[src/rfrt_pkg.sv]
`timescale 1ns / 1ps
// Shared types, register codes and fixed-point helpers for the ray frame transform.
// Depends on nothing; every other file of the block uses it.
package rfrt_pkg;

    // Register indexes of the configuration port.
    typedef enum logic [2:0] {
        REG_MODE   = 3'd0,
        REG_COS    = 3'd1,
        REG_SIN    = 3'd2,
        REG_OFS_X  = 3'd3,
        REG_OFS_Y  = 3'd4,
        REG_OFS_Z  = 3'd5,
        REG_DIST   = 3'd6
    } reg_index_t;

    localparam int CFG_INDEX_W = 3;

    // Transform modes.
    localparam logic MODE_PRIMARY   = 1'b0;
    localparam logic MODE_SECONDARY = 1'b1;

    // Reset value of the cosine: 1.0 in Q2.30.
    localparam logic signed [31:0] COS_RESET = 32'sh4000_0000;

    // Half of one Q16.16 step in the Q18.46 product domain.
    localparam logic signed [65:0] ROUND_HALF = 66'sd536870912;

    // Saturation limits of a 32-bit word, held at the widest intermediate width.
    localparam logic signed [36:0] SAT_HI = 37'sd2147483647;
    localparam logic signed [36:0] SAT_LO = -(37'sd2147483648);

    // One input ray.
    typedef struct packed {
        logic signed [31:0] start_x;
        logic signed [31:0] start_y;
        logic signed [31:0] start_z;
        logic signed [31:0] dir_x;
        logic signed [31:0] dir_y;
        logic signed [31:0] dir_z;
    } ray_in_t;

    // One transformed ray.
    typedef struct packed {
        logic signed [31:0] new_start_x;
        logic signed [31:0] new_start_y;
        logic signed [31:0] new_start_z;
        logic signed [31:0] new_dir_x;
        logic signed [31:0] new_dir_y;
        logic signed [31:0] new_dir_z;
    } ray_out_t;

    // Configuration register file contents.
    typedef struct packed {
        logic               mode;
        logic signed [31:0] cos_angle;
        logic signed [31:0] sin_angle;
        logic signed [31:0] offset_x;
        logic signed [31:0] offset_y;
        logic signed [31:0] offset_z;
        logic signed [31:0] source_distance;
    } cfg_t;

    // Products of the multiplier stage, Q18.46, plus terms that bypass it.
    typedef struct packed {
        logic signed [63:0] cy;
        logic signed [63:0] sz;
        logic signed [63:0] sy;
        logic signed [63:0] cz;
        logic signed [63:0] ca;
        logic signed [63:0] sb;
        logic signed [63:0] sc;
        logic signed [63:0] cd;
        logic signed [63:0] cdy;
        logic signed [63:0] sdz;
        logic signed [63:0] sdy;
        logic signed [63:0] cdz;
        logic signed [32:0] nx;
        logic signed [31:0] dx;
        logic signed [31:0] add_y;
        logic signed [31:0] add_z;
    } prod_t;

    // Exact sums of the adder stage, still Q18.46.
    typedef struct packed {
        logic signed [65:0] sum_y;
        logic signed [65:0] sum_z;
        logic signed [65:0] sum_dy;
        logic signed [65:0] sum_dz;
        logic signed [32:0] nx;
        logic signed [31:0] dx;
        logic signed [31:0] add_y;
        logic signed [31:0] add_z;
    } sum_t;

    // Round a Q18.46 sum half up to Q16.16 (floor of (v + 2^29) / 2^30).
    function automatic logic signed [35:0] round_q30(input logic signed [65:0] v);
        logic signed [65:0] t;
        t = v + ROUND_HALF;
        return t[65:30];
    endfunction

    // Clamp to the signed 32-bit range.
    function automatic logic signed [31:0] sat32(input logic signed [36:0] v);
        logic signed [31:0] r;
        if (v > SAT_HI)
        begin
            r = 32'sh7FFF_FFFF;
        end
        else if (v < SAT_LO)
        begin
            r = 32'sh8000_0000;
        end
        else
        begin
            r = v[31:0];
        end
        return r;
    endfunction

endpackage

[src/rfrt_out_stage.sv]
`timescale 1ns / 1ps
// Output stage: rounds the sums to Q16.16, adds the frame offsets, saturates
// and holds the result register. Depends on rfrt_pkg.
module rfrt_out_stage (
    input  logic               clk,
    input  logic               rst_n,
    input  logic               up_valid,
    input  rfrt_pkg::sum_t     up_data,
    output logic               up_take,
    output logic               valid,
    output rfrt_pkg::ray_out_t data,
    input  logic               stall
);

    logic               valid_reg;
    rfrt_pkg::ray_out_t data_reg;
    rfrt_pkg::ray_out_t data_next;

    // The result register frees up when it is empty or its result is taken.
    assign up_take = !valid_reg || !stall;

    always_comb
    begin
        data_next.new_start_x = rfrt_pkg::sat32(37'(up_data.nx));
        data_next.new_start_y = rfrt_pkg::sat32(37'(rfrt_pkg::round_q30(up_data.sum_y))
                                                + 37'(up_data.add_y));
        data_next.new_start_z = rfrt_pkg::sat32(37'(rfrt_pkg::round_q30(up_data.sum_z))
                                                + 37'(up_data.add_z));
        data_next.new_dir_x   = up_data.dx;
        data_next.new_dir_y   = rfrt_pkg::sat32(37'(rfrt_pkg::round_q30(up_data.sum_dy)));
        data_next.new_dir_z   = rfrt_pkg::sat32(37'(rfrt_pkg::round_q30(up_data.sum_dz)));
    end

    always_ff @(posedge clk or negedge rst_n)
    begin
        if (!rst_n)
        begin
            valid_reg <= 1'b0;
        end
        else if (up_take)
        begin
            valid_reg <= up_valid;
        end
    end

    always_ff @(posedge clk)
    begin
        if (up_take && up_valid)
        begin
            data_reg <= data_next;
        end
    end

    assign valid = valid_reg;
    assign data  = data_reg;

endmodule

[config.mk]
export PLATFORM = sky130hd
export DESIGN_NAME = rfrt_out_stage
export DESIGN_NICKNAME = d
export VERILOG_FILES = /design/src/rfrt_pkg.sv /design/src/rfrt_out_stage.sv
export SDC_FILE = /design/constraint.sdc
export NUM_CORES = 1
export LEC_CHECK = 0
export BUFFER_PORTS_ARGS = -buffer_cell sky130_fd_sc_hd__buf_4
export CAP_MARGIN = 25
export CORE_AREA = 2 2 231 233
export DETAILED_ROUTE_END_ITERATION = 10
export DIE_AREA = 0 0 233 235
export SKIP_CTS_REPAIR_TIMING = 1
export SYNTH_ARGS = -nofsm -noshare
export SYNTH_HDL_FRONTEND = slang
export SYNTH_SLANG_ARGS = --single-unit
[constraint.sdc]
create_clock -name clk -period 5.51 [get_ports clk]
set_input_delay 1.3775 -clock clk [delete_from_list [all_inputs] [get_ports clk]]
set_output_delay 1.3775 -clock clk [all_outputs]
set_load 0.005 [all_outputs]
# Word level (Yosys, flattened, before mapping)
# Index checks and enable logic that the tools add are counted.
# Widths: inputs -> output; s select.
[word_totals] register_bits=193 latch_bits=0 ramBits=0 rom_bits=0 mem_count=0
[classes] add_sub_neg=6 mul=0 div_mod_pow=0 order_cmp=10 n_eq_ne=0 shifts=0 n_mux=5 bitwise_logic=0 n_reduce_logical=4
[op_table] cell="$add 66x31->66 const B" count=4
[op_table] cell="$mux 32" count=5
[op_table] cell="$add 36x32->37" count=2
[op_table] cell="$gt 37x32->1 const B" count=2
[op_table] cell="$lt 37x32->1 const B" count=2
[op_table] cell="$gt 36x32->1 const B" count=2
[op_table] cell="$lt 36x32->1 const B" count=2
[op_table] cell="$gt 33x32->1 const B" count=1
[op_table] cell="$lt 33x32->1 const B" count=1
[op_table] cell="$logic_not 1->1" count=2
[op_table] cell="$logic_and 1x1->1" count=1
[op_table] cell="$logic_or 1x1->1" count=1

# Longest topological paths before layout
[logic_depth] word_depth=4 mapped_depth=22 ltp_nobuf=19

# Worst setup path after synthesis
# No wires, ideal clock.
[synth_path] kind="input to register" start="in stall" end="reg data_reg, in the netlist data[0] (enable)" arrival_ns=5.874 required_time_ns=4.934 path_slack_ns=-0.940 cell_stages=2 n_path_buf=0 cell_sequence="nand2_1 and2_1"
[synth_between] elab_chain_len=3
[synth_rtl] item="from (decl)" line_no="rfrt_out_stage.sv:12" source="input logic stall"
[synth_rtl] item="$logic_not 1->1" line_no="rfrt_out_stage.sv:20" source="assign up_take = !valid_reg || !stall;"
[synth_rtl] item="$logic_or 1x1->1" line_no="rfrt_out_stage.sv:20"
[synth_rtl] item="$logic_and 1x1->1" line_no="rfrt_out_stage.sv:48" source="if (up_take && up_valid)"
[synth_rtl] item="to (signal assigned)" line_no="rfrt_out_stage.sv:50" source="data_reg <= data_next;"
[synth_rtl] item="to (decl)" line_no="rfrt_out_stage.sv:16" source="rfrt_pkg::ray_out_t data_reg;"
# No other way between the ends.
# A chain may end at the register's enable or synchronous reset.

# Worst setup path in the final report
[layout_path] start="in up_data[366] in the netlist's numbering" end="reg data_reg, in the netlist data[138], data pin"
[layout_between] elab_chain_len=4
[layout_rtl] item="from (decl)" line_no="rfrt_out_stage.sv:8" source="input rfrt_pkg::sum_t up_data,"
[layout_rtl] item="$add 66x31->66 *" line_no="rfrt_pkg.sv:99" source="t = v + ROUND_HALF;"
[layout_rtl] item="$add 36x32->37 *" line_no="rfrt_out_stage.sv:26" source="+ 37'(up_data.add_y));"
[layout_rtl] item="$lt 37x32->1" line_no="rfrt_pkg.sv:110" source="else if (v < SAT_LO)"
[layout_rtl] item="$mux 32" line_no="rfrt_pkg.sv:110"
# Mark *: on every way between the ends. The rest lies on a longest branch, timed or not.

==> Implementation_results.wiki <==
{| class="wikitable"
! Metric !! Value
|-
| Result of the run || finished clean
|-
| Clk_skew || 9.316 ps
|-
| Arrival @ worst endpoint || 5390 ps
|-
| Static Leakage || 7.818 nW
|-
| Gpl congestion || 0.9165
|-
| Via density || 4.884
|-
| End of the worst hold path || valid
|-
| Final-report max-slew violation count || 0
|-
| Req. time, crit path || 5830 ps
|-
| Number of endpoints with negative hold slack in the final report || 0
|-
| Post-synthesis area per instance || 9.579 um^2
|-
| Seq cells post-synth || 193
|-
| DP Wirelength || 39.02 mm
|-
| Startpoint class of the critical path || primary input
|-
| Number of iterations in the first detailed-routing pass || 5
|-
| Cell area after placement || 18690 um^2
|-
| Port-buffer cells || 474
|-
| Net count of the finished layout || 2439
|-
| Final setup violation count || 0
|-
| RSZ-0062 raised after global routing || false
|-
| Most used standard cell by instance count after synthesis || sky130_fd_sc_hd__edfxtp_1
|-
| Vias post-DR || 12997
|-
| Clock slew at reported path FFs || 80 ps
|-
| Vert. Die Dim || 235 um
|-
| Maximum buffer depth of the clock tree || 2
|-
| Synthesized instance count || 1434
|-
| Number of nets produced by synthesis || 1913
|-
| H-tree depth || 4
|-
| Total routing resource utilization after global routing || 16.99%
|-
| Sequential fraction of the synthesis area || 42.15%
|-
| Slew HR || 40.51%
|-
| DRC marker count from the first detailed-route iteration || 682
|-
| Core ar. || 52240 um^2
|-
| Total instance count after detailed placement || 2627
|-
| Fraction of the core area covered by cells at the end of the flow || 37.00%
|-
| CTS tree || yes
|-
| Aggregate routed wire length || 47.76 mm
|-
| Critical hold path startpoint || valid
|-
| Portion of synthesized cell area occupied by the leading cell type || 41.97%
|-
| Sum of negative setup slack || 0 ps
|-
| Nature of the critical path endpoint || register
|-
| Worst IR Drop VDD || 0.2207 mV
|-
| Share of synthesized flip-flops with an asynchronous set or reset || 0.5181%
|-
| Period minus WS final || 5072 ps
|-
| Number of flip-flops under the largest register name || 192
|-
| Routed Antenna Nets || 0
|-
| Crit Reg-Reg Startpoint || valid
|-
| Root buffer cell || sky130_fd_sc_hd__clkbuf_16
|-
| Number of library cell types mapped by synthesis || 70
|-
| Drt drc || 0
|-
| Count of flip-flops with a built-in enable after synthesis || 192
|-
| Final design area excluding fillers || 19320 um^2
|-
| Post-placement worst setup slack || -90.70 ps
|-
| Final-layout worst hold slack || 546.3 ps
|-
| CTS Buf Count || 17
|-
| Post-synthesis instance area || 13740 um^2
|-
| Synth top area cells || sky130_fd_sc_hd__edfxtp_1 (42%), sky130_fd_sc_hd__ha_1 (7.3%), sky130_fd_sc_hd__xnor2_1 (6.9%), sky130_fd_sc_hd__xor2_1 (5.5%), sky130_fd_sc_hd__o21ai_0 (3.9%)
|-
| Yosys warns || 0
|-
| Highest net fanout along the worst path || 23
|-
| Total congestion overflow after global routing || 0
|-
| Final critical-path setup slack || 438.4 ps
|-
| Die ar. || 54760 um^2
|-
| First-pass GRT wire length || 71.04 mm
|-
| Hold Path Stages || 2
|-
| Initial cell density of the core || 26.30%
|-
| Library cell occupying the most area in the post-synthesis netlist || sky130_fd_sc_hd__edfxtp_1
|-
| Std cell rows || 84
|-
| Wirelength per Cell || 17.95 um
|-
| Slew at the pin closest to its max-slew limit || 892.3 ps
|-
| Power Density || 234.2 nW/um^2
|-
| Depth of the worst register-to-register path || 3
|-
| Flip-flop cell with the highest count after synthesis || sky130_fd_sc_hd__edfxtp_1
|-
| Width of the die || 233 um
|-
| Final cycle utilization of the critical path || 92.04%
|-
| Fmax achieved || 0.1972 GHz
|-
| Pin count of the biggest net entering global routing || 119
|-
| MaxCap Viol Count || 0
|-
| Number of top-level pins || 591
|-
| Worst reg2reg path endpoint || data[88]
|-
| Final cell count without fillers || 2661
|-
| Via count of the first global-routing pass || 12782
|-
| Clock network latency to the later pin of the worst-skew pair || 480 ps
|-
| Ant diodes || 0
|-
| Power, Total || 4.526 mW
|-
| Top cells by count, synth || sky130_fd_sc_hd__edfxtp_1 (192), sky130_fd_sc_hd__nor2_1 (127), sky130_fd_sc_hd__nand2_1 (118), sky130_fd_sc_hd__o21ai_0 (108), sky130_fd_sc_hd__xnor2_1 (108)
|-
| Category of the most critical setup path || primary input to register
|-
| Worst R2R Setup Slack || 3820 ps
|-
| Number of sinks driven by the clock tree || 193
|-
| Worst min path class || register to register
|-
| Antenna violations before repair || 0
|-
| Fraction of final layout cells with drive strength greater than 1 || 32.34%
|-
| Layout overhead on the synthesized area || 40.68%
|}
## final cells by class
type / count / area (um^2)
Sequential cell: 193 / 5791
Tap cell: 688 / 860.8
Fill cell: 5293 / 32910
Multi-Input combinational cell: 1139 / 7562
Clock buffer: 17 / 425.4
Inverter: 42 / 157.7
Timing Repair Buffer: 567 / 4343
Clock inverter: 15 / 185.2
## critical path: stages
cell and delay, ps:
sky130_fd_sc_hd__buf_4 100, sky130_fd_sc_hd__and4_1 220, sky130_fd_sc_hd__and3_1 190, sky130_fd_sc_hd__nand3_1 100
sky130_fd_sc_hd__nor2_1 150, sky130_fd_sc_hd__and2_1 270, sky130_fd_sc_hd__nand2_1 110, sky130_fd_sc_hd__nor2_1 180
sky130_fd_sc_hd__nand2_1 90, sky130_fd_sc_hd__xnor2_1 130, sky130_fd_sc_hd__ha_1 290, sky130_fd_sc_hd__a211o_1 330
sky130_fd_sc_hd__a211oi_1 200, sky130_fd_sc_hd__or3_1 180, sky130_fd_sc_hd__nand3b_1 70, sky130_fd_sc_hd__o21ai_0 300
sky130_fd_sc_hd__xor2_1 150, sky130_fd_sc_hd__o41a_1 500, sky130_fd_sc_hd__buf_12 190, sky130_fd_sc_hd__o31ai_1 240
## cells by family after synthesis
family          share of synthesized area, %
compound gates                         17.41
xor+xnor                               12.43
fa+ha+maj                              8.015
buf+inv                                3.060
flops                                  42.15
mux                                   0.1548
simple gates                           16.78
## where the power goes
part | switching, mW | internal (mW)
Combinational | 0.721 | 0.662
Sequential | 0.0349 | 1.78
Clock | 0.679 | 0.654
## worst max path at each step
stage / cells past startpoint / startpoint / to
floorplan: 20 / up_data[356] / data[129]
finish: 20 / up_data[366] / data[138]
global route: 20 / up_data[366] / data[138]
detailed placement: 20 / up_data[366] / data[138]
global placement: 18 / up_data[356] / data[138]
CTS: 20 / up_data[366] / data[138]
## placed cells by master (no fill, tap or decap), drive strengths merged, types with 6 or more instances in the layout
cell,synthesis,layout
o21bai,9,9
buf,15,567
inv,42,50
nor2b,9,9
o211ai,18,18
nand4,40,40
nand2b,11,11
ha,80,80
nand3,70,70
and4,13,13
o31ai,6,6
and2,9,9
a211oi,9,9
edfxtp,192,192
o21ai,141,141
a31oi,8,8
nor3,26,26
a21boi,6,6
clkbuf,45,17
a21o,47,47
nor2,127,127
and3,34,34
maj3,6,6
xnor2,108,108
a21oi,88,88
xor2,87,87
nand2,118,118
## per-layer routing
metal / global-route usage, % / vias up / wire (um)
li1: - / 6346 / -
met1: 20.82 / 6173 / 20130
met2: 29.33 / 442 / 23520
met3: 4.502 / 36 / 3444
met4: 4.401 / 0 / 666
met5: 0 / - / 0
Power figures use the tool's default switching activity.
