**src/rfrt_pkg.sv**
```systemverilog
`timescale 1ns / 1ps
// Shared types, register codes and fixed-point helpers for the ray frame transform.
// Depends on nothing; every other file of the block uses it.
package rfrt_pkg;

    // Register indexes of the configuration port.
    typedef enum logic [2:0] {
        REG_MODE   = 3'd0,
        REG_COS    = 3'd1,
        REG_SIN    = 3'd2,
        REG_OFS_X  = 3'd3,
        REG_OFS_Y  = 3'd4,
        REG_OFS_Z  = 3'd5,
        REG_DIST   = 3'd6
    } reg_index_t;

    localparam int CFG_INDEX_W = 3;

    // Transform modes.
    localparam logic MODE_PRIMARY   = 1'b0;
    localparam logic MODE_SECONDARY = 1'b1;

    // Reset value of the cosine: 1.0 in Q2.30.
    localparam logic signed [31:0] COS_RESET = 32'sh4000_0000;

    // Half of one Q16.16 step in the Q18.46 product domain.
    localparam logic signed [65:0] ROUND_HALF = 66'sd536870912;

    // Saturation limits of a 32-bit word, held at the widest intermediate width.
    localparam logic signed [36:0] SAT_HI = 37'sd2147483647;
    localparam logic signed [36:0] SAT_LO = -(37'sd2147483648);

    // One input ray.
    typedef struct packed {
        logic signed [31:0] start_x;
        logic signed [31:0] start_y;
        logic signed [31:0] start_z;
        logic signed [31:0] dir_x;
        logic signed [31:0] dir_y;
        logic signed [31:0] dir_z;
    } ray_in_t;

    // One transformed ray.
    typedef struct packed {
        logic signed [31:0] new_start_x;
        logic signed [31:0] new_start_y;
        logic signed [31:0] new_start_z;
        logic signed [31:0] new_dir_x;
        logic signed [31:0] new_dir_y;
        logic signed [31:0] new_dir_z;
    } ray_out_t;

    // Configuration register file contents.
    typedef struct packed {
        logic               mode;
        logic signed [31:0] cos_angle;
        logic signed [31:0] sin_angle;
        logic signed [31:0] offset_x;
        logic signed [31:0] offset_y;
        logic signed [31:0] offset_z;
        logic signed [31:0] source_distance;
    } cfg_t;

    // Products of the multiplier stage, Q18.46, plus terms that bypass it.
    typedef struct packed {
        logic signed [63:0] cy;
        logic signed [63:0] sz;
        logic signed [63:0] sy;
        logic signed [63:0] cz;
        logic signed [63:0] ca;
        logic signed [63:0] sb;
        logic signed [63:0] sc;
        logic signed [63:0] cd;
        logic signed [63:0] cdy;
        logic signed [63:0] sdz;
        logic signed [63:0] sdy;
        logic signed [63:0] cdz;
        logic signed [32:0] nx;
        logic signed [31:0] dx;
        logic signed [31:0] add_y;
        logic signed [31:0] add_z;
    } prod_t;

    // Exact sums of the adder stage, still Q18.46.
    typedef struct packed {
        logic signed [65:0] sum_y;
        logic signed [65:0] sum_z;
        logic signed [65:0] sum_dy;
        logic signed [65:0] sum_dz;
        logic signed [32:0] nx;
        logic signed [31:0] dx;
        logic signed [31:0] add_y;
        logic signed [31:0] add_z;
    } sum_t;

    // Round a Q18.46 sum half up to Q16.16 (floor of (v + 2^29) / 2^30).
    function automatic logic signed [35:0] round_q30(input logic signed [65:0] v);
        logic signed [65:0] t;
        t = v + ROUND_HALF;
        return t[65:30];
    endfunction

    // Clamp to the signed 32-bit range.
    function automatic logic signed [31:0] sat32(input logic signed [36:0] v);
        logic signed [31:0] r;
        if (v > SAT_HI)
        begin
            r = 32'sh7FFF_FFFF;
        end
        else if (v < SAT_LO)
        begin
            r = 32'sh8000_0000;
        end
        else
        begin
            r = v[31:0];
        end
        return r;
    endfunction

endpackage

```
**src/rfrt_sum_stage.sv**
```systemverilog
`timescale 1ns / 1ps
// Adder stage: exact sums of the rotation products in Q18.46.
// Depends on rfrt_pkg.
module rfrt_sum_stage (
    input  logic            clk,
    input  logic            rst_n,
    input  logic            up_valid,
    input  rfrt_pkg::prod_t up_data,
    output logic            up_take,
    output logic            valid,
    output rfrt_pkg::sum_t  data,
    input  logic            down_take
);

    logic           valid_reg;
    rfrt_pkg::sum_t data_reg;
    rfrt_pkg::sum_t data_next;

    assign up_take = !valid_reg || down_take;

    // y' = c*y - s*z - c*a + s*b and z' = s*y + c*z - s*a - c*b, where a and b
    // were chosen by mode in the multiplier stage.
    always_comb
    begin
        data_next.sum_y  = 66'(up_data.cy) - 66'(up_data.sz)
                         - 66'(up_data.ca) + 66'(up_data.sb);
        data_next.sum_z  = 66'(up_data.sy) + 66'(up_data.cz)
                         - 66'(up_data.sc) - 66'(up_data.cd);
        data_next.sum_dy = 66'(up_data.cdy) - 66'(up_data.sdz);
        data_next.sum_dz = 66'(up_data.sdy) + 66'(up_data.cdz);
        data_next.nx     = up_data.nx;
        data_next.dx     = up_data.dx;
        data_next.add_y  = up_data.add_y;
        data_next.add_z  = up_data.add_z;
    end

    always_ff @(posedge clk or negedge rst_n)
    begin
        if (!rst_n)
        begin
            valid_reg <= 1'b0;
        end
        else if (up_take)
        begin
            valid_reg <= up_valid;
        end
    end

    always_ff @(posedge clk)
    begin
        if (up_take && up_valid)
        begin
            data_reg <= data_next;
        end
    end

    assign valid = valid_reg;
    assign data  = data_reg;

endmodule

```
**config.mk**
```make
export PLATFORM = sky130hd
export DESIGN_NAME = rfrt_sum_stage
export DESIGN_NICKNAME = d
export VERILOG_FILES = /design/src/rfrt_pkg.sv /design/src/rfrt_sum_stage.sv
export SDC_FILE = /design/constraint.sdc
export NUM_CORES = 1
export LEC_CHECK = 0
export ABC_AREA = 0
export BUFFER_PORTS_ARGS = -buffer_cell sky130_fd_sc_hd__buf_2
export CAP_MARGIN = 20
export CORE_AREA = 5 5 504 506
export CTS_CLUSTER_SIZE = 24
export DETAILED_ROUTE_END_ITERATION = 8
export DIE_AREA = 0 0 509 511
export PLACE_DENSITY = 0.33
export SLEW_MARGIN = 20
export SYNTH_ARGS = -nofsm -noshare
export SYNTH_HDL_FRONTEND = slang
export SYNTH_SLANG_ARGS = --single-unit
```
**constraint.sdc**
```tcl
create_clock -name clk -period 13.4 [get_ports clk]
set_clock_uncertainty 0.15 [all_clocks]
set_input_delay 2.68 -clock clk [delete_from_list [all_inputs] [get_ports clk]]
set_output_delay 2.68 -clock clk [all_outputs]
set_load 0.02 [all_outputs]
```
* After elaboration in Yosys (flattened, before gate mapping) *
Cells that the tools add are included.

word-level totals
  input port bits = 901
  logic and storage cells = 20
  register bits after elaboration = 394

cells by class
  add/subtract/negate cells = 8
  reductions and logical operators = 3

operators by type and width
  cell               count
  $sub 65x64->66     2
  $add 64x64->65     2
  $sub 64x64->65     2
  $add 66x64->66     1
  $sub 66x64->66     1
  $logic_and 1x1->1  1
  $logic_not 1->1    1
  $logic_or 1x1->1   1

* Logic depth before layout (Yosys ltp) *
Gate-level depths: netlist of run 1.

  word-level depth = 3
  mapped depth = 19
  mapped depth without buffers = 19

* Least setup slack after synthesis of run 1 *
Ideal clock, no wire load.

  path kind = in2reg
  start = input down_take
  end = register data_reg, in the netlist data[0] (enable)
  buffers on the path = 0
  data required time = 12.447 ns
  cell stages on the path = 2
  setup slack = 0.629 ns
  data arrival time = 11.818 ns
  path through = nand2b_1 and2_1

between the ends
  word-level cells in the longest chain between the ends = 2

ends and longest elaborated chain
  item                  line                  source
  start, declared       rfrt_sum_stage.sv:12  input logic down_take
  $logic_or 1x1->1      rfrt_sum_stage.sv:19  assign up_take = !valid_reg || down_take;
  $logic_and 1x1->1     rfrt_sum_stage.sv:51  if (up_take && up_valid)
  end signal, assigned  rfrt_sum_stage.sv:53  data_reg <= data_next;
  end, declared         rfrt_sum_stage.sv:16  rfrt_pkg::sum_t data_reg;

Every way passes these cells.
A chain may end at the register's enable or synchronous reset.

==> run metrics, run 1 <==
outcome finished clean; min-delay worst type flip-flop to flip-flop; R2R Setup Slk 10.30 ns; Finish-stage setup viols 0; Mapped Area 33700 um2; non-filler cells, final 8078; CP Launch Type input pin; pin count of the biggest net entering global routing 136; DRT iter0 DRCs 2611; CTS tree done; ANT nets after route 0; post-CTS setup buffer count 0; DR WL/cell 24.7 um; Synthesized Nets 4780; die area 260000 um2; Avg Inst Size Synth 10.0 um2; multiplexer share of the synthesized area 0.0297%; share of cells above drive strength 1 30.7%; Max Cap Violations 0; Final WS setup 5.90 ns; slew margin rel. 28.8%; area share of fa/ha/maj cells after synthesis 25.1%; met3 Use GR 4.58%; max reg flops 391; RePlAce Congestion 0.917; DRT Pass-1 Iters 5; initial core utilization 13.5%; gr busiest metal met2; Worst-path clk slew 0.06 ns; top_reg_cell synth edfxtp_1; dominant cells by area after synthesis edfxtp_1 (35%), fa_1 (15%), ha_1 (9.7%), inv_1 (6.9%), a21oi_1 (4.1%); clock sink total 392; total CTS buffers 68; maximum VDD drop 99.6 uV; sequential share of the synthesized area 34.9%; placed cell areas 44100 um2; max-slew violations 0; row cnt 184; Final TNS setup 0 ns; Final min period 7.50 ns; top-count cell post-synth inv_1; Mapped Cells 3359; CTS max path bufs 3; die height 511 um; Pwr Density 153 nW/um2; IO Pins 1296; All-Layer GR Usage 14.7%; post-synthesis compound-gate area fraction 16.8%; Util after Layout 18.6%; nets 6060; Power Total 7.11 mW; CORE AREA 250000 um2; # hold bufs at CTS 0; H-tree depth 3; Vias/cell 3.87; EDFF count, synth 391; Setup WS pre-CTS 5.28 ns; grt met1 use 18.0%; antenna violations before repair 151; Crit Path Category input pin to flip-flop; Crit Path Max Fanout 6; Pleak 21.6 nW; fmax 133 MHz; Syn. warnings 0; Overflow after GRT 0; Cells after DPL 7917; critical path endpoint category flip-flop; Tcrit/Tclk final 56.0%; Post-synth ARST share 0.255%; vias in the first global route 31900; Vias 31300; Unique masters post-synth 70; Remaining DRCs 0; worst path required time 13.68 ns; Hold Slack 0.388 ns; Clock Latency Late Sink 0.67 ns; die span in x 509 um; root buf cell clkbuf_16; met2 Use GR 24.7%; total routed wirelength 200000 um; worst-margin pin slew 1.07 ns; first-pass GRT wire length 265000 um; DP Wirelength 177000 um; Final Hold Viols 0; synthesized flop and latch total 392; Synth Area in Simple Gates 8.72%; RSZ-0062 raised after global routing false; cell taking the most area after synthesis edfxtp_1; critical path arrival 7.78 ns; synth cell count leaders inv_1 (621), edfxtp_1 (391), a21oi_1 (277); largest family of logic cells by synthesized area adder cells; CTS resizes 0; top cell type's share of synthesized area 34.9%; Synth Area in XOR/XNOR 6.32%; port bufs 1295; design area 46500 um2; area grow syn2layout 38.2%
[cell usage in the layout, fill, tap and decap left out, types with 8 or more instances in the layout]
master | Yosys | routed
a21boi_0 | 9 | 9
nand2b_1 | 31 | 31
inv_1 | 621 | 621
nor2b_1 | 20 | 20
nand2_1 | 171 | 171
xor2_1 | 85 | 85
buf_4 | 2 | 13
nand4_1 | 83 | 83
fa_1 | 260 | 260
edfxtp_1 | 391 | 391
xnor2_1 | 158 | 158
buf_2 | 4 | 1295
clkbuf_16 | 0 | 68
diode_2 | 0 | 38
nor4_1 | 12 | 12
a211oi_1 | 15 | 15
a221oi_1 | 11 | 11
and4_1 | 10 | 10
nand3_1 | 42 | 42
clkbuf_1 | 93 | 9
and2_1 | 10 | 9
a21o_1 | 175 | 175
o31a_1 | 11 | 11
o21a_1 | 35 | 35
o21ai_0 | 148 | 148
or2_2 | 14 | 14
a21oi_1 | 277 | 277
o21bai_1 | 52 | 52
o211ai_1 | 14 | 14
a31oi_1 | 39 | 39
bufinv_16 | 0 | 9
ha_1 | 260 | 260
nor2_1 | 133 | 133
and3_1 | 14 | 14
a41oi_1 | 8 | 8
or3_1 | 9 | 9
nor3_1 | 35 | 35
clkinv_2 | 0 | 10
o31ai_1 | 17 | 17
[per-layer routing]
metal / up-vias / share of wire (%)
li1: 14300 / -
met1: 15200 / 40
met2: 1477 / 47
met3: 318 / 9.6
met4: 50 / 2.7
met5: - / 0.17
[cell families after synthesis]
logic type / count (synthesis)
AOI/OAI and AO/OA: 885
muxes: 1
buffers and inverters: 720
DFF: 392
and+or+nand+nor: 598
adders and majority gates: 520
xor gates and xnor gates: 243
[power breakdown]
part           switching (mW)  internal (mW)
clock                   0.786           1.12
combinational            2.20           1.20
sequential             0.0851           1.71
[worst paths after layout]
path | end | cells after the start | from
worst max-delay path | data[390] | 16 | up_data[527]
worst min-delay path | valid | 2 | valid
worst max register to register | data[190] | 4 | valid
worst min register to register | valid | 2 | valid
max in group asynchronous | valid | 1 | rst_n
min in group asynchronous | valid | 1 | rst_n
[area by class of cell]
type	count	area, um2
fillers	28200	203000
multi-input cells	2247	19200
flip-flops and latches	392	11800
repair buffers	1309	6600
well taps	3348	4190
inverters	621	2330
clock buffers	77	1740
clock inverters	46	616
diodes	38	95.1
[worst max-delay path, stage by stage]
cell and delay (ns):
buf_2 0.09, inv_1 0.05, fa_1 0.50, fa_1 0.50, inv_1 0.04, ha_1 0.39
nand4_1 0.25, or3_1 0.37, o22ai_1 0.33, a21oi_1 0.22, o31ai_1 0.67, a41oi_1 0.57
o31ai_1 0.61, a41o_1 0.26, a21oi_1 0.08, xnor2_1 0.14
Power figures use the tool's default switching activity.
==> inputs of run 2 (changes only) <==
==> constraint.sdc (replaced) <==
create_clock -name clk -period 7.1 [get_ports clk]
set_clock_uncertainty 0.15 [all_clocks]
set_input_delay 1.42 -clock clk [delete_from_list [all_inputs] [get_ports clk]]
set_output_delay 1.42 -clock clk [all_outputs]
set_load 0.02 [all_outputs]
==> run metrics, run 2 (synthesis gave the netlist of run 1 again) <==
DP Wirelength 180000 um (was 177000 um); critical path startpoint up_data[385] (was up_data[527]); Final WS setup 1.07 ns (was 5.90 ns); Setup WS pre-CTS 0.310 ns (was 5.28 ns); slowest cell delay on critical path 0.55 ns (was 0.67 ns); R2R cell count 4 (unchanged); outcome finished clean (unchanged); port bufs 1295 (unchanged); ANT nets after route 0 (unchanged); DR WL/cell 25.0 um (was 24.7 um); Cells after DPL 7931 (was 7917); Pwr Density 284 nW/um2 (was 153 nW/um2); Final min period 6.03 ns; R2R Setup Slk 4.78 ns (was 10.30 ns); DRT Pass-1 Iters 5 (unchanged); fmax 166 MHz; non-filler cells, final 8088 (was 8078); die area 260000 um2 (unchanged); Crit Path Category input pin to flip-flop (unchanged); Crit Path Max Fanout 4 (was 6); root buf cell clkbuf_16 (unchanged); design area 46400 um2 (was 46500 um2); CTS max path bufs 3 (unchanged); Vias 31200 (was 31300); vias in the first global route 32300 (was 31900); min-delay worst type input pin to asynchronous set/reset pin (was flip-flop to flip-flop); total CTS buffers 67 (was 68); RR Startpoint valid (unchanged); RSZ-0062 raised after global routing false (unchanged); All-Layer GR Usage 14.9% (was 14.7%); most common cell after layout, fill and taps aside buf_2 (unchanged); placed cell areas 44200 um2 (was 44100 um2); slew margin rel. 38.5% (was 28.8%); Clock Latency Late Sink 0.66 ns (was 0.67 ns); area grow syn2layout 37.9% (was 38.2%); Finish-stage setup viols 0 (unchanged); post-CTS setup buffer count 0 (unchanged); Final TNS setup 0 ns (unchanged); most frequent cells in the layout buf_2 (1295), inv_1 (621), edfxtp_1 (391) (unchanged); Overflow after GRT 0 (unchanged); RePlAce Congestion 0.943 (was 0.917); Pleak 21.6 nW (about the same); die span in x 509 um (unchanged); worst-margin pin slew 0.923 ns (was 1.07 ns); nets 6073 (was 6060); IO Pins 1296 (unchanged); CP Launch Type input pin (unchanged); Tcrit/Tclk final 84.9%; Final Hold Viols 0 (unchanged); total routed wirelength 202000 um (was 200000 um); die height 511 um (unchanged); H-tree depth 3 (unchanged); Reg-to-Reg End data[390] (was data[190]); CTS tree done (unchanged); Crit path max-delay family compound AO/OA/AOI/OAI gates (unchanged); Worst-path clk slew 0.06 ns (about the same); first-pass GRT wire length 270000 um (was 265000 um); Most Frequent Cell on Critical Path inv_1; Remaining DRCs 0 (unchanged); critical path endpoint category flip-flop (unchanged); maximum VDD drop 151 uV (was 99.6 uV); Worst Path Buf+Inv 7 (was 3); max reg flops 391 (unchanged); Worst path slowest cell fa_1 (was o31ai_1); DRT iter0 DRCs 2470 (was 2611); Vias/cell 3.86 (was 3.87); row cnt 184 (unchanged); # hold bufs at CTS 0 (unchanged); CORE AREA 250000 um2 (unchanged); CTS resizes 0 (unchanged); Max Cap Violations 0 (unchanged); antenna violations before repair 138 (was 151); critical path arrival 6.30 ns (was 7.78 ns); cell depth of the worst setup path 19 (was 16); initial core utilization 13.5% (unchanged); max-slew violations 0 (unchanged); worst path required time 7.37 ns (was 13.68 ns); pin count of the biggest net entering global routing 131 (was 136); cell chain of the critical path buf_2 > inv_1 > fa_1 > inv_1 > fa_1 > inv_1 > ha_1 > inv_1 > fa_1 > nand2b_1 > a21oi_1 > nor4_1 > o21a_1 > a311oi_1 > buf_4 > nor2_1 > o311ai_0 > buf_4 > xor2_1 (was buf_2 > inv_1 > fa_1 > fa_1 > inv_1 > ha_1 > nand4_1 > or3_1 > o22ai_1 > a21oi_1 > o31ai_1 > a41oi_1 > o31ai_1 > a41o_1 > a21oi_1 > xnor2_1); clock sink total 392 (unchanged); Setup crit end data[305] (was data[390]); share of cells above drive strength 1 30.7% (about the same)
[run 2: cell count changes in the layout (fill, tap and decap cells not counted), moves of 2 or more]
cell        change
diode_2         +4
buf_4          +11
bufinv_16       -4
clkinvlp_4      -6
clkinv_1        +7
clkinv_16       -4
buf_12          +3
clkinv_4        -2
[run 2: routing by layer]
layer  vias to the layer above  global-route usage (%)  part of all wire, %
li1                      14300                       -                    -
met4                        64                    5.47                  3.9
met2                      1390                    24.5                   46
met5                         -                       0                 0.22
met3                       322                    4.85                  9.0
met1                     15200                    18.1                   41
[run 2: worst min path at each step]
stage | slack, ns | end | from
after floorplan | 0.64 | valid | valid
after global placement | 0.38 | valid | valid
after detailed placement | 0.38 | valid | valid
after CTS | 0.27 | valid | rst_n
after global routing | 0.31 | valid | rst_n
final | 0.38 | valid | rst_n
[run 2: cell type report]
type                            instances  area [um2]
Sequential cell                       392       11800
Inverter                              621        2330
Tap cell                             3348        4190
Timing Repair Buffer                 1323        6740
Clock buffer                           77        1740
Multi-Input combinational cell       2247       19200
Fill cell                           28300      203000
Antenna cell                           42         105
Clock inverter                         38         353
[run 2: through the flow]
stage / hold slack [ns] / total power, mW / utilization (%)
floorplan: 0.639 / 7.31 / -
global placement: 0.378 / 10.0 / 17.7
detailed placement: 0.382 / 9.98 / 17.7
CTS: 0.267 / 13.5 / 18.6
global route: 0.307 / 14.1 / 18.6
finish: 0.376 / 13.2 / 18.6
[run 2: report_power, final]
part / internal, mW / total (mW) / switching [mW]
combinational: 2.31 / 6.47 / 4.16
clock: 1.93 / 3.30 / 1.37
sequential: 3.23 / 3.39 / 0.157
total: 7.47 / 13.2 / 5.70
