==> config.mk <==
export PLATFORM = sky130hd
export DESIGN_NAME = rfrt_cfg_regs
export DESIGN_NICKNAME = d
export VERILOG_FILES = /design/src/rfrt_pkg.sv /design/src/rfrt_cfg_regs.sv
export SDC_FILE = /design/constraint.sdc
export NUM_CORES = 1
export LEC_CHECK = 0
export BUFFER_PORTS_ARGS = -buffer_cell sky130_fd_sc_hd__buf_2
export CAP_MARGIN = 20
export CORE_ASPECT_RATIO = 1.75
export CORE_MARGIN = 3
export CORE_UTILIZATION = 55
export DETAILED_ROUTE_END_ITERATION = 7
export MAX_ROUTING_LAYER = met4
export PLACE_DENSITY_LB_ADDON = 0.1
export SLEW_MARGIN = 5
export SYNTH_ARGS = -nofsm -noshare
export SYNTH_HDL_FRONTEND = slang
export SYNTH_SLANG_ARGS = --single-unit
==> constraint.sdc <==
create_clock -name clk -period 1.4 [get_ports clk]
set_clock_uncertainty 0.2 [all_clocks]
set_input_delay 0.07 -clock clk [delete_from_list [all_inputs] [get_ports clk]]
set_output_delay 0.07 -clock clk [all_outputs]
set_load 0.02 [all_outputs]
==> src/rfrt_pkg.sv <==
`timescale 1ns / 1ps
// Shared types, register codes and fixed-point helpers for the ray frame transform.
// Depends on nothing; every other file of the block uses it.
package rfrt_pkg;

    // Register indexes of the configuration port.
    typedef enum logic [2:0] {
        REG_MODE   = 3'd0,
        REG_COS    = 3'd1,
        REG_SIN    = 3'd2,
        REG_OFS_X  = 3'd3,
        REG_OFS_Y  = 3'd4,
        REG_OFS_Z  = 3'd5,
        REG_DIST   = 3'd6
    } reg_index_t;

    localparam int CFG_INDEX_W = 3;

    // Transform modes.
    localparam logic MODE_PRIMARY   = 1'b0;
    localparam logic MODE_SECONDARY = 1'b1;

    // Reset value of the cosine: 1.0 in Q2.30.
    localparam logic signed [31:0] COS_RESET = 32'sh4000_0000;

    // Half of one Q16.16 step in the Q18.46 product domain.
    localparam logic signed [65:0] ROUND_HALF = 66'sd536870912;

    // Saturation limits of a 32-bit word, held at the widest intermediate width.
    localparam logic signed [36:0] SAT_HI = 37'sd2147483647;
    localparam logic signed [36:0] SAT_LO = -(37'sd2147483648);

    // One input ray.
    typedef struct packed {
        logic signed [31:0] start_x;
        logic signed [31:0] start_y;
        logic signed [31:0] start_z;
        logic signed [31:0] dir_x;
        logic signed [31:0] dir_y;
        logic signed [31:0] dir_z;
    } ray_in_t;

    // One transformed ray.
    typedef struct packed {
        logic signed [31:0] new_start_x;
        logic signed [31:0] new_start_y;
        logic signed [31:0] new_start_z;
        logic signed [31:0] new_dir_x;
        logic signed [31:0] new_dir_y;
        logic signed [31:0] new_dir_z;
    } ray_out_t;

    // Configuration register file contents.
    typedef struct packed {
        logic               mode;
        logic signed [31:0] cos_angle;
        logic signed [31:0] sin_angle;
        logic signed [31:0] offset_x;
        logic signed [31:0] offset_y;
        logic signed [31:0] offset_z;
        logic signed [31:0] source_distance;
    } cfg_t;

    // Products of the multiplier stage, Q18.46, plus terms that bypass it.
    typedef struct packed {
        logic signed [63:0] cy;
        logic signed [63:0] sz;
        logic signed [63:0] sy;
        logic signed [63:0] cz;
        logic signed [63:0] ca;
        logic signed [63:0] sb;
        logic signed [63:0] sc;
        logic signed [63:0] cd;
        logic signed [63:0] cdy;
        logic signed [63:0] sdz;
        logic signed [63:0] sdy;
        logic signed [63:0] cdz;
        logic signed [32:0] nx;
        logic signed [31:0] dx;
        logic signed [31:0] add_y;
        logic signed [31:0] add_z;
    } prod_t;

    // Exact sums of the adder stage, still Q18.46.
    typedef struct packed {
        logic signed [65:0] sum_y;
        logic signed [65:0] sum_z;
        logic signed [65:0] sum_dy;
        logic signed [65:0] sum_dz;
        logic signed [32:0] nx;
        logic signed [31:0] dx;
        logic signed [31:0] add_y;
        logic signed [31:0] add_z;
    } sum_t;

    // Round a Q18.46 sum half up to Q16.16 (floor of (v + 2^29) / 2^30).
    function automatic logic signed [35:0] round_q30(input logic signed [65:0] v);
        logic signed [65:0] t;
        t = v + ROUND_HALF;
        return t[65:30];
    endfunction

    // Clamp to the signed 32-bit range.
    function automatic logic signed [31:0] sat32(input logic signed [36:0] v);
        logic signed [31:0] r;
        if (v > SAT_HI)
        begin
            r = 32'sh7FFF_FFFF;
        end
        else if (v < SAT_LO)
        begin
            r = 32'sh8000_0000;
        end
        else
        begin
            r = v[31:0];
        end
        return r;
    endfunction

endpackage

==> src/rfrt_cfg_regs.sv <==
`timescale 1ns / 1ps
// Configuration register file of the ray frame transform.
// Depends on rfrt_pkg for the register codes and the cfg_t layout.
module rfrt_cfg_regs (
    input  logic                            clk,
    input  logic                            rst_n,
    input  logic                            wr_en,
    input  logic [rfrt_pkg::CFG_INDEX_W-1:0] wr_index,
    input  logic [31:0]                     wr_data,
    output rfrt_pkg::cfg_t                  cfg
);

    rfrt_pkg::cfg_t cfg_reg;
    rfrt_pkg::cfg_t cfg_next;

    // Decode the write; an index beyond the list leaves everything unchanged.
    always_comb
    begin
        cfg_next = cfg_reg;
        if (wr_en)
        begin
            case (wr_index)
                rfrt_pkg::REG_MODE:  cfg_next.mode            = wr_data[0];
                rfrt_pkg::REG_COS:   cfg_next.cos_angle       = wr_data;
                rfrt_pkg::REG_SIN:   cfg_next.sin_angle       = wr_data;
                rfrt_pkg::REG_OFS_X: cfg_next.offset_x        = wr_data;
                rfrt_pkg::REG_OFS_Y: cfg_next.offset_y        = wr_data;
                rfrt_pkg::REG_OFS_Z: cfg_next.offset_z        = wr_data;
                rfrt_pkg::REG_DIST:  cfg_next.source_distance = wr_data;
                default:             cfg_next = cfg_reg;
            endcase
        end
    end

    // Register file with its reset values (identity rotation, no offsets).
    always_ff @(posedge clk or negedge rst_n)
    begin
        if (!rst_n)
        begin
            cfg_reg.mode            <= rfrt_pkg::MODE_PRIMARY;
            cfg_reg.cos_angle       <= rfrt_pkg::COS_RESET;
            cfg_reg.sin_angle       <= '0;
            cfg_reg.offset_x        <= '0;
            cfg_reg.offset_y        <= '0;
            cfg_reg.offset_z        <= '0;
            cfg_reg.source_distance <= '0;
        end
        else
        begin
            cfg_reg <= cfg_next;
        end
    end

    assign cfg = cfg_reg;

endmodule

Word level (Yosys, flattened, before mapping). Index checks and enable logic that the tools add are counted.

Latch bits: 0. Memory bits (writable): 0. Word-level logic and storage cells: 21. Output and inout port bits: 193. Bits in registers: 193. Bits of input ports: 38. ROM bits: 0. Memories kept: 0.

Equality and inequality tests: 6. Bitwise logic cells: 0. Reduce and logical (&&, ||, !) cells: 8. $mul: 0. Add/subtract/negate cells: 0. Divide/modulo/power cells: 0. Shift-type cells: 0. Order comparisons: 0. Muxes and demuxes: 0.

Operators by type and width (count): 2-bit AND reduction (7); 3-bit equality test (second input constant) (3); 3-bit by 2-bit equality test with 1-bit output (second input constant) (2); 3-bit by 1-bit equality test with 1-bit output (second input constant) (1); 3-bit zero test (1).

Depth between registers and ports, before layout. Gate-level depths: netlist (run 1).

Depth in word-level cells: 2. Gate-level depth with buffers: 5. Depth with buffers taken out: 2.

Worst setup path before layout (run 1). OpenSTA, ideal clock, no wires.

Kind: input to register. Start: input wr_en. End: register cfg_reg, in the netlist cfg[160]. Required time: 1073 ps. Arrival: 1062 ps. Slack: 11 ps. Buffers on the path: 3. Stages: 5. Cells stage by stage: buf_4 nor4bb_1 buf_4 buf_12 mux2_1.

Cells in the longest elaborated chain, start to end: 1.

Ends and longest elaborated chain: start, declared (line rfrt_cfg_regs.sv:7) `input logic wr_en,`; 2-bit AND reduction (no line); end signal, assigned (line rfrt_cfg_regs.sv:50) `cfg_reg <= cfg_next;`; end, declared (line rfrt_cfg_regs.sv:13) `rfrt_pkg::cfg_t cfg_reg;`.

No other way between the ends. A chain may end at the register's enable or synchronous reset.

Worst setup path in the final report (run 1).
Start: register cfg_reg, in the netlist cfg[190]. End: output cfg[190] (netlist bit).

RTL lines: end, declared (line rfrt_cfg_regs.sv:10) `output rfrt_pkg::cfg_t cfg`.

No word-level cell between the ends.

==> flow_summary_export.csv, run 1 <==
group,metric,value,unit
sta,final-hold-violation-count,20,
floorplan,die-area,15000,µm²
yosys,synth_compound_area_frac,0,
job,maxCapViolCount,0,
global_route,grt_max_degree,67,
clock_network,clock_path_buffers,2,
place,io_buffers,230,
yosys,synth_area,7420,µm²
power,total_power,16800,µW
cells_and_area,fin_area,9790,µm²
detailed_routing,wire_per_inst,20.5,µm
cells_and_area,final_common_cell,"buf_2",
sta,worst-slew-pin-transition,0.365,ns
worst_setup_path,worstSetupStartpointType,"flip-flop",
worst_setup_path,crit_chain,"buf_4",
yosys,synth_cell_types,13,
yosys,synth_top_family_by_area,"multiplexers",
clock_network,h-tree-depth,4,
sta,fmax,0.743,GHz
floorplan,dieHeight,160,µm
detailed_routing,first_pass_iters,4,
cells_and_area,drive_above_1_share,0.588,
worst_setup_path,crit_end,"cfg[190]",
worst_setup_path,path_class,"reg2out",
yosys,avgSynthCellArea,17.9,µm²
worst_setup_path,crit_path_start,"cfg[190]",
sta,slew_violations,0,
yosys,yosys.area_share.adder,0,
clock_network,cts-hold-fix-buffers,35,
global_route,grt_pass1_vias,5171,
place,place_area,8870,µm²
yosys,syn-instance-count,415,
sta,min_period,1.35,ns
clock_network,cts_made_buffers,17,
detailed_routing,ant_nets,0,
worst_setup_path,crit_required,1.13,ns
power,p_leak,0.00478,µW
yosys,yosysSeqAreaShare,0.651,
floorplan,rows,55,
detailed_routing,num_vias,4603,
worst_setup_path,cp_num_buf_inv,1,
sta,relSlewSlack,0.757,
floorplan,start_util,0.568,
worst_setup_path,r2r_slack,0.38,ns
worst_setup_path,crit_fanout,2,
power,cellPowerDensity,1720,nW/µm²
yosys,synth_seq_cells,193,
worst_setup_path,crit_cells,1,
global_route,grt_usage,0.258,
worst_setup_path,r2r_cells,1,
detailed_routing,drt-total-wl,18.0,mm
cells_and_area,layout_common_cells,"228 x buf_2, 192 x dfrtp_1, 103 x mux2_2",
detailed_routing,drt-vias-per-instance,5.24,
worst_hold_path,min_path_type,"in2async",
worst_setup_path,cp_top_family,"flip-flops",
floorplan,die_w,93.8,µm
clock_network,clkTransAtPathRegs,0.07,ns
detailed_routing,drc,0,
outcome,status,"finished, violations left",
detailed_routing,drtIter0Drc,149,
worst_setup_path,r2r_start,"cfg[66]",
yosys,synth_nets,453,
place,dp_hpwl,12.6,mm
sta,rsz0062_at_grt,"no",
worst_setup_path,slowest_stage,"dfstp_2",
worst_setup_path,cp.arrival,1.08,ns
floorplan,core,13100,µm²
clock_network,clockRootBuffer,"clkbuf_16",
clock_network,clock-sinks,193,
global_route,grt_remaining_overflow,0,
worst_setup_path,cpPeakStageDelay,0.53,ns
clock_network,clock_latency,0.40,ns
worst_setup_path,timing.rr.end,"cfg[66]",
yosys,synth-simple-area-share,0.00910,
outcome,violations,"hold timing",
place,gp_congestion,0.775,
cells_and_area,area_growth,31.9,%
floorplan,pin_count,231,
sta,fin_crit_sh,0.962,
power,ir_drop,1100,µV
global_route,grt_pass1_wl,28.5,mm
yosys,synthMuxAreaShare,0.308,
cells_and_area,fin_nets,735,
yosys,yosys_warnings,0,
sta,timing.hold.ws,-0.117,ns
cells_and_area,largest_reg_flops,193,
global_route,antenna_found_initial,1,
clock_network,cts_tree,"done",
worst_setup_path,critPathCaptureType,"output port",
sta,finalSetupViolCount,0,
yosys,synthXorXnorAreaFrac,0,
area by class of cell:
type	instances	area [µm²]
Sequential cell	193	4830
Fill cell	861	3280
Multi-Input combinational cell	200	2390
Timing Repair Buffer	285	1800
Clock buffer	18	429
Tap cell	171	214
Clock inverter	11	130
Antenna cell	1	2.50
per-layer routing:
metal | up-vias | track usage | wire length (µm)
li1 | 2043 | - | -
met2 | 161 | 0.449 | 9860
met5 | - | - | 0
met4 | 0 | 0.0756 | 313
met1 | 2384 | 0.295 | 6860
met3 | 15 | 0.0547 | 951
cell usage after synthesis:
cell type  instances  area share
and4bb_1           1      0.0017
buf_12             6       0.016
buf_2              9      0.0061
buf_4              4      0.0040
buf_8              3      0.0061
dfrtp_1          192        0.65
dfstp_2            1      0.0035
mux2_1            60       0.091
mux2_2           103        0.16
mux2_4            30       0.061
nand4b_1           3      0.0035
nor4b_1            1      0.0012
nor4bb_1           2      0.0027
report_power, final:
group	total, µW	internal, µW	switching (µW)	leakage (µW)
Combinational	4710	1930	2770	0.00220
Sequential	7470	6810	655	0.00231
Clock	4670	2620	2050	0.000262
Total	16800	11400	5480	0.00478
worst min path at each step:
stage	endpoint	cells past startpoint
final	cfg[31]	2
after global routing	cfg[31]	2
after CTS	cfg[31]	2
after detailed placement	cfg[31]	1
after global placement	cfg[31]	1
after floorplan	cfg[0]	0
what timing repair did:
item	4_1_cts	5_1_grt
endpoints found under the hold margin	386	20
gates resized for setup	0	2
buffers inserted	0	0
setup endpoints to repair	0	2
cells by family (layout without fill, tap and decap cells):
logic type | count (synthesis) | after routing
muxes | 193 | 193
buffers and inverters | 22 | 314
and+or+nand+nor | 7 | 7
DFF | 193 | 193
other | 0 | 1
metrics by stage:
step | cells | setup TNS (ns) | util | hold slack [ns] | worst slack, ns
floorplan | 415 | 0 | - | -0.426 | 0.0107
detailed placement | 814 | -15.87 | 0.679 | -0.249 | -0.196
global route | 879 | 0 | 0.749 | -0.123 | 0.0162
finish | 879 | 0 | 0.749 | -0.117 | 0.0537
CTS | 878 | 0 | 0.748 | -0.136 | 0.000412
global placement | 814 | -11.17 | 0.679 | -0.249 | -0.125
Note: power is estimated with default switching activity, not from simulation.
==> inputs of run 2 (changes only) <==
- CORE_MARGIN: 3 -> default
==> run 2 against run 1 <==
Net effect:
- the run still ends with hold timing left
- die area shrank 6.7%
- global-route usage up 1.3 points
- critical endpoint unchanged
- routed wire length is 3.3% lower
- via count decreased by 0.28%
- setup slack gained 0.0011 ns
- clock power is 2% higher
- final cell count unchanged
- final area shrank 0.32%
- total power up 0.38%
- largest cell class unchanged
==> flow_summary_export.csv, run 2 (synthesis results as in run 1) <==
group,metric,value,unit
sta,worst-slew-pin-transition,0.364,ns
sta,slew_violations,0,
cells_and_area,fin_nets,735,
sta,worst_slack,0.0547,ns
clock_network,cts_tree,"done",
job,maxCapViolCount,0,
floorplan,dieHeight,156,µm
cells_and_area,insertedDiodeCount,0,
detailed_routing,drt-total-wl,17.4,mm
sta,rsz0062_at_grt,"no",
cells_and_area,layout_common_cells,"228 x buf_2, 192 x dfrtp_1, 103 x mux2_2",
clock_network,h-tree-depth,4,
floorplan,die-area,14000,µm²
clock_network,cts-hold-fix-buffers,34,
floorplan,rows,55,
detailed_routing,drt-vias-per-instance,5.22,
worst_setup_path,cpPeakStageDelay,0.53,ns
detailed_routing,num_vias,4590,
cells_and_area,fill_cells,883,
global_route,grt_remaining_overflow,0,
clock_network,clock_latency,0.41,ns
worst_setup_path,cp_num_buf_inv,1,
worst_setup_path,crit_fanout,2,
cells_and_area,drive_above_1_share,0.592,
detailed_routing,first_pass_iters,4,
power,p_leak,0.00477,µW
power,cellPowerDensity,1730,nW/µm²
global_route,grt_pass1_vias,5053,
clock_network,cts_made_buffers,17,
worst_setup_path,cp_top_family,"flip-flops",
cells_and_area,utilization,0.747,
cells_and_area,final_common_cell,"buf_2",
worst_setup_path,crit_required,1.13,ns
worst_setup_path,slowest_stage,"dfstp_2",
cells_and_area,area_growth,31.5,%
power,total_power,16900,µW
outcome,violations,"hold timing",
worst_setup_path,worstSetupStartpointType,"flip-flop",
global_route,antenna_found_initial,0,
worst_hold_path,min_path_type,"in2async",
place,io_buffers,230,
power,ir_drop,1430,µV
detailed_routing,drc,0,
sta,fin_crit_sh,0.961,
floorplan,die_w,89.8,µm
global_route,grt_usage,0.271,
cells_and_area,instances_no_fill,879,
worst_setup_path,path_class,"reg2out",
floorplan,pin_count,231,
outcome,status,"finished, violations left",
sta,timing.hold.ws,-0.145,ns
detailed_routing,drtIter0Drc,153,
place,dp_hpwl,12.3,mm
cells_and_area,final-seq-area,4830,µm²
cells_and_area,multi_input_area,2390,µm²
place,pre_cts_ws,-0.214,ns
sta,finalSetupViolCount,0,
worst_setup_path,cp.arrival,1.08,ns
worst_setup_path,critPathCaptureType,"output port",
floorplan,start_util,0.568,
clock_network,clockRootBuffer,"clkbuf_16",
sta,min_period,1.35,ns
cells_and_area,largest_reg_flops,193,
clock_network,clock_path_buffers,2,
worst_setup_path,crit_chain,"buf_4",
floorplan,core,13100,µm²
place,gp_congestion,0.756,
clock_network,postCtsSetupBuffers,0,
global_route,grt_pass1_wl,27.9,mm
place,dp.cells,815,
clock_network,clock-sinks,193,
clock_network,clkTransAtPathRegs,0.07,ns
detailed_routing,ant_nets,0,
detailed_routing,wire_per_inst,19.8,µm
sta,relSlewSlack,0.756,
global_route,grt_max_degree,69,
sta,fmax,0.743,GHz
sta,final-hold-violation-count,14,
run 2: changes by cell type in the layout (fill, tap and decap cells not counted), moves of 2 or more:
| cell | change |
|---|---|
| clkbuf_8 | +2 |
| inv_6 | -2 |
| buf_12 | -4 |
| buf_4 | +5 |
run 2: final cells by class:
type,count,share of cell area
clock inverter,11,0.0133
clock buffer,19,0.0464
timing repair buffer,285,0.179
sequential,193,0.495
multi-input combinational,200,0.245
tap,171,0.0219
run 2: worst paths after layout:
| check | end | startpoint | cells after the start | slack [ns] |
|---|---|---|---|---|
| max in group asynchronous | cfg[52] | rst_n | 3 | 0.53 |
| hold reg to reg | cfg[68] | cfg[68] | 1 | 0.28 |
| setup reg to reg | cfg[173] | cfg[173] | 1 | 0.38 |
| setup / recovery | cfg[190] | cfg[190] | 1 | 0.05 |
| hold / removal | cfg[0] | rst_n | 2 | -0.15 |
| min in group clk | cfg[192] | wr_index[2] | 3 | -0.04 |
run 2: where the power goes:
| part | leakage [µW] | switching, µW | internal [µW] | total [µW] |
|---|---|---|---|---|
| Combinational | 0.00218 | 2770 | 1920 | 4690 |
| Sequential | 0.00231 | 632 | 6810 | 7440 |
| Clock | 0.000280 | 2050 | 2730 | 4780 |
run 2: routing by layer:
metal | GRT usage | up-vias | wire, µm
met5 | - | - | 0
met4 | 0.0906 | 0 | 410
met3 | 0.0634 | 24 | 893
met2 | 0.464 | 178 | 9150
met1 | 0.315 | 2342 | 6930
li1 | - | 2046 | -
run 2: stage by stage:
step	setup TNS, ns	instance area [µm²]
final	0	9760
after global routing	0	9760
after CTS	0	9750
after detailed placement	-23.59	8830
after global placement	-17.28	8830
after floorplan	0	7420
run 2: repair_timing:
action                                  in CTS  in global routing
hold endpoints to repair                   386                 14
endpoints found under the setup margin       0                  2
resized for setup                            0                  2
